`config.mk`:
```
export PLATFORM = sky130hd
export DESIGN_NAME = sbt_cell
export DESIGN_NICKNAME = d
export VERILOG_FILES = /design/src/design/sbt_pkg.sv /design/src/design/sbt_cell.sv
export SDC_FILE = /design/constraint.sdc
export NUM_CORES = 1
export LEC_CHECK = 0
export BUFFER_PORTS_ARGS = -buffer_cell sky130_fd_sc_hd__buf_2
export CAP_MARGIN = 40
export CORE_AREA = 2 2 119 121
export CTS_CLUSTER_SIZE = 16
export DETAILED_ROUTE_END_ITERATION = 10
export DIE_AREA = 0 0 121 123
export PLACE_DENSITY = 0.82
export SYNTH_ARGS = -nofsm -noshare
export SYNTH_HDL_FRONTEND = slang
export SYNTH_SLANG_ARGS = --single-unit
```
`constraint.sdc`:
```
create_clock -name clk -period 8 [get_ports clk]
set_input_delay 2.4 -clock clk [delete_from_list [all_inputs] [get_ports clk]]
set_output_delay 2.4 -clock clk [all_outputs]
set_load 0.005 [all_outputs]
```
`src/design/sbt_pkg.sv`:
```
// Shared widths, codes and types of the sorted symbol binding table.
`timescale 1ns / 1ps

package sbt_pkg;

    // Field widths of the request and response items
    localparam int FUNC_W        = 2;
    localparam int KEY_W         = 32;
    localparam int VALUE_W       = 64;
    localparam int STATUS_W      = 2;
    localparam int POSITION_W    = 6;
    localparam int ENTRY_COUNT_W = 7;

    // Default sizing of the table
    localparam int TABLE_DEPTH_DEF = 64;
    localparam int KEY_BITS_DEF    = 32;

    // Request function codes; the unused code behaves as a find
    localparam logic [FUNC_W-1:0] FUNC_FIND   = 2'd0;
    localparam logic [FUNC_W-1:0] FUNC_INSERT = 2'd1;
    localparam logic [FUNC_W-1:0] FUNC_UPSERT = 2'd2;

    // Response status codes
    typedef enum logic [STATUS_W-1:0] {
        ST_EXISTED   = 2'd0,
        ST_INSERTED  = 2'd1,
        ST_NOT_FOUND = 2'd2,
        ST_FULL      = 2'd3
    } status_t;

    // Update applied to the cell row at the end of a request
    typedef enum logic [1:0] {
        OP_NONE   = 2'd0,
        OP_WRITE  = 2'd1,
        OP_INSERT = 2'd2
    } cell_op_t;

    typedef struct packed {
        cell_op_t              op;
        logic [VALUE_W-1:0]    value;
    } cell_cmd_t;

    // Sequencer states
    typedef enum logic [1:0] {
        S_IDLE   = 2'd0,
        S_CMP    = 2'd1,
        S_TREE   = 2'd2,
        S_DECIDE = 2'd3
    } fsm_state_t;

endpackage

```
`src/design/sbt_cell.sv`:
```
// One cell of the sorted row: holds one binding and shifts with its left neighbor.
`timescale 1ns / 1ps

module sbt_cell #(
    parameter int CMP_BITS = 32,
    parameter int CNT_W    = 7,
    parameter int CELL_IDX = 0
) (
    input  logic                          clk,
    input  logic                          cmp_en,
    input  logic [CMP_BITS-1:0]           req_key,
    input  logic [CNT_W-1:0]              count,
    input  sbt_pkg::cell_cmd_t            cmd,
    input  logic [CMP_BITS-1:0]           left_key,
    input  logic [sbt_pkg::VALUE_W-1:0]   left_value,
    input  logic                          left_lt,
    output logic [CMP_BITS-1:0]           key,
    output logic [sbt_pkg::VALUE_W-1:0]   value,
    output logic                          lt,
    output logic                          hit,
    output logic                          found
);
    import sbt_pkg::*;

    logic [CMP_BITS-1:0] key_reg;
    logic [CMP_BITS-1:0] key_next;
    logic [VALUE_W-1:0]  value_reg;
    logic [VALUE_W-1:0]  value_next;
    logic                lt_reg;
    logic                eq_reg;
    logic                occupied;
    logic                at_pos;

    // Entries at or above the count take no part in the search
    assign occupied = (CNT_W'(CELL_IDX) < count);

    // Capture the compare against the request key
    always_ff @(posedge clk)
    begin
        if (cmp_en)
        begin
            lt_reg <= occupied && (key_reg < req_key);
            eq_reg <= occupied && (key_reg == req_key);
        end
    end

    // The lower bound sits where the "less than" prefix ends
    assign at_pos = !lt_reg && left_lt;

    // Rebind, insert here, or take the left neighbor's entry
    always_comb
    begin
        key_next   = key_reg;
        value_next = value_reg;
        case (cmd.op)
            OP_WRITE:
            begin
                if (at_pos)
                begin
                    value_next = cmd.value;
                end
            end
            OP_INSERT:
            begin
                if (at_pos)
                begin
                    key_next   = req_key;
                    value_next = cmd.value;
                end
                else if (!left_lt)
                begin
                    key_next   = left_key;
                    value_next = left_value;
                end
            end
            default:
            begin
                key_next   = key_reg;
                value_next = value_reg;
            end
        endcase
    end

    always_ff @(posedge clk)
    begin
        key_reg   <= key_next;
        value_reg <= value_next;
    end

    assign key   = key_reg;
    assign value = value_reg;
    assign lt    = lt_reg;
    assign hit   = at_pos;
    assign found = at_pos && eq_reg;

endmodule

```
==> metrics.txt <==
cts hold-fix bufs 0; share of the synthesized area in the top cell type 0.555; largest net degree at the start of global routing 65; WP data required 5.60 ns; via count 3793; Post-CTS Resized 0; crit path from left_lt; antenna violations before repair 1; CP arrival 3.40 ns; WHS 0.852 ns; Synthesized Nets 567; clock share of power 0.328; met1 Usage GRT 0.181; CTS root buf clkbuf_16; final-report hold violation count 0; top post-synthesis cells by area edfxtp_1, mux2_4, mux2_2; FF/Latch Area 2940 um^2; Max VDD drop 120 uV; vias in the first global route 3716; clk buf depth 2; final instance area 7240 um^2; row cnt 43; first-pass GRT wire length 18.9 mm; most used routing layer met2; Crit path top cell by count buf_2; post-synthesis sequential area ratio 0.555; TritonCTS clock tree built; Yosys top cell by area edfxtp_1; Syn Inst Count 331; GPL Wtd Cong 0.772; Multi-input gate area 2090 um^2; Layout Nets 874; clk_lat worst skew 0.35 ns; post-synthesis cell area 5310 um^2; most frequent cells in the layout buf_2, edfxtp_1, mux2_4, mux2_2, inv_1; die area 14900 um^2; Clock Skews 0.00782 ns; CP Cell Sequence buf_2 -> nor2b_4 -> buf_4 -> buf_2; crit path buf inv count 3; Chip Width 121 um; Critical Path Fanout Max 34; layout cells sized above 1 0.655; Final Cycle Share 0.725; Fmax 173 MHz; WL per Instance 16.5 um; Ports 303; Initial Utilization 0.390; CP endpoint kind output pin; Detailed Routing Iterations Pass 1 4; Num CTS Buffers 9; IO Port Bufs 302; ANT nets after route 0; postcts setup bufs 0; Reg2Reg Launch Point lt; clock-pin slew on the worst setup and hold paths 0.06 ns; Final Max Slew Viols 0; Power Internal 941 uW; CTS H-tree lvls 3; RSZ-0062 raised after global routing no; hold crit path type reg -> reg; flops & latches, synth 98; Worst Tran Pin Value 0.823 ns; switching pwr 293 uW; GRT overflow 0; Die Height 123 um; syn_area_per_cell 16.0 um^2; switching share of total power 0.237; Core Region 13600 um^2; min cycle time layout 5.80 ns; Gate power share 0.173; max reg flops 64; max_cap viols 0; slowest CP cell buf_4; clk sinks 98; hold wc startpoint key[31]; critical path class in -> out; filler cell count 1156; Iteration-0 DRC Markers 129; leak pwr 3.51 nW; DRC 0; setup_tns 0 ns; post-synth cell types 33; cell family with most CP delay buffers and inverters; pwr dens 170 nW/um^2; most common cell after layout, fill and taps aside buf_2; HPWL Detailed 11.0 mm; drt total wl 13.6 mm; status completed; final setup violating endpoints 0; GR Util met2 0.328; Max-slew headroom 0.451; Total Routing Usage GR 0.173; share of total power in sequential cells 0.499; max incr delay on CP 0.43 ns; post-DR vias/cell 4.61; startpoint types primary input; number of diodes 0; Synth Warn # 0; Post-DP Area 6970 um^2; area grow syn2layout 36.5%; met3 GRT Util 0.0484
==> layout make-up <==
| cell class | instances | area share |
|---|---|---|
| clock buffer | 11 | 0.0321 |
| clock inverter | 5 | 0.00536 |
| inverter | 33 | 0.0171 |
| multi-input combinational | 189 | 0.289 |
| sequential | 98 | 0.406 |
| tap | 180 | 0.0311 |
| timing repair buffer | 307 | 0.218 |
==> layer usage <==
| layer | part of all wire | routed length (um) |
|---|---|---|
| met4 | 0.018 | 241 |
| met5 | 0.00066 | 9 |
| met2 | 0.54 | 7340 |
| met1 | 0.37 | 4970 |
| met3 | 0.073 | 989 |
==> logic make-up (layout without fill, tap and decap cells) <==
kind of cell             after synthesis  count (layout)  share of synthesized area
AO/OA/AOI/OAI                         27              27                     0.0297
adder cells (fa/ha/maj)               32              32                     0.0755
AND/OR/NAND/NOR                       34              34                     0.0392
flip-flops                            98              98                      0.555
multiplexers                          96              96                      0.246
buffers and inverters                 44             356                     0.0547
==> per-stage QoR <==
stage	power [mW]	std cells	util	setup slack, ns
after global routing	1.29	823	0.532	2.11
after floorplan	0.745	331	-	1.67
final	1.23	823	0.532	2.20
after CTS	1.25	823	0.532	2.18
after detailed placement	0.843	807	0.512	2.18
after global placement	0.834	805	0.508	2.18
==> worst min-delay path, cell delays in order, from the launching register on <==
cell       delay [ns]
edfxtp_1         0.36
ha_1             0.15
nor2_1           0.04
o2111ai_1        0.09
a21oi_1          0.05
==> worst paths after layout <==
path | end | slack, ns | depth (start not counted)
setup / recovery | hit | 2.20 | 4
setup reg to reg | value[1] | 5.27 | 6
hold / removal | lt | 0.85 | 4
hold reg to reg | lt | 0.85 | 4
==> cell usage after synthesis (all sizes together) <==
master and count:
a221oi 1, and2 2, nor4 2, buf 11, nor3 1, or4 1, nor2b 3, o211ai 1
nand2b 2, nand2 10, nand4 3, and4 3, o2111ai 1, and2b 1, o21ai 5, and3 1
nand3 2, a21boi 1, nor2 3, inv 33, a221o 1, a21oi 15, mux2 96, a21o 2
edfxtp 98, ha 32
==> power groups by stage <==
stage               registers [mW]  clock network [mW]  logic (mW)
finish                       0.615               0.405       0.214
CTS                          0.615               0.415       0.217
detailed placement           0.627                   0       0.217
global route                 0.617               0.436       0.233
global placement             0.626                   0       0.208
floorplan                    0.632                   0       0.113
(Power assumes the default switching activity.)
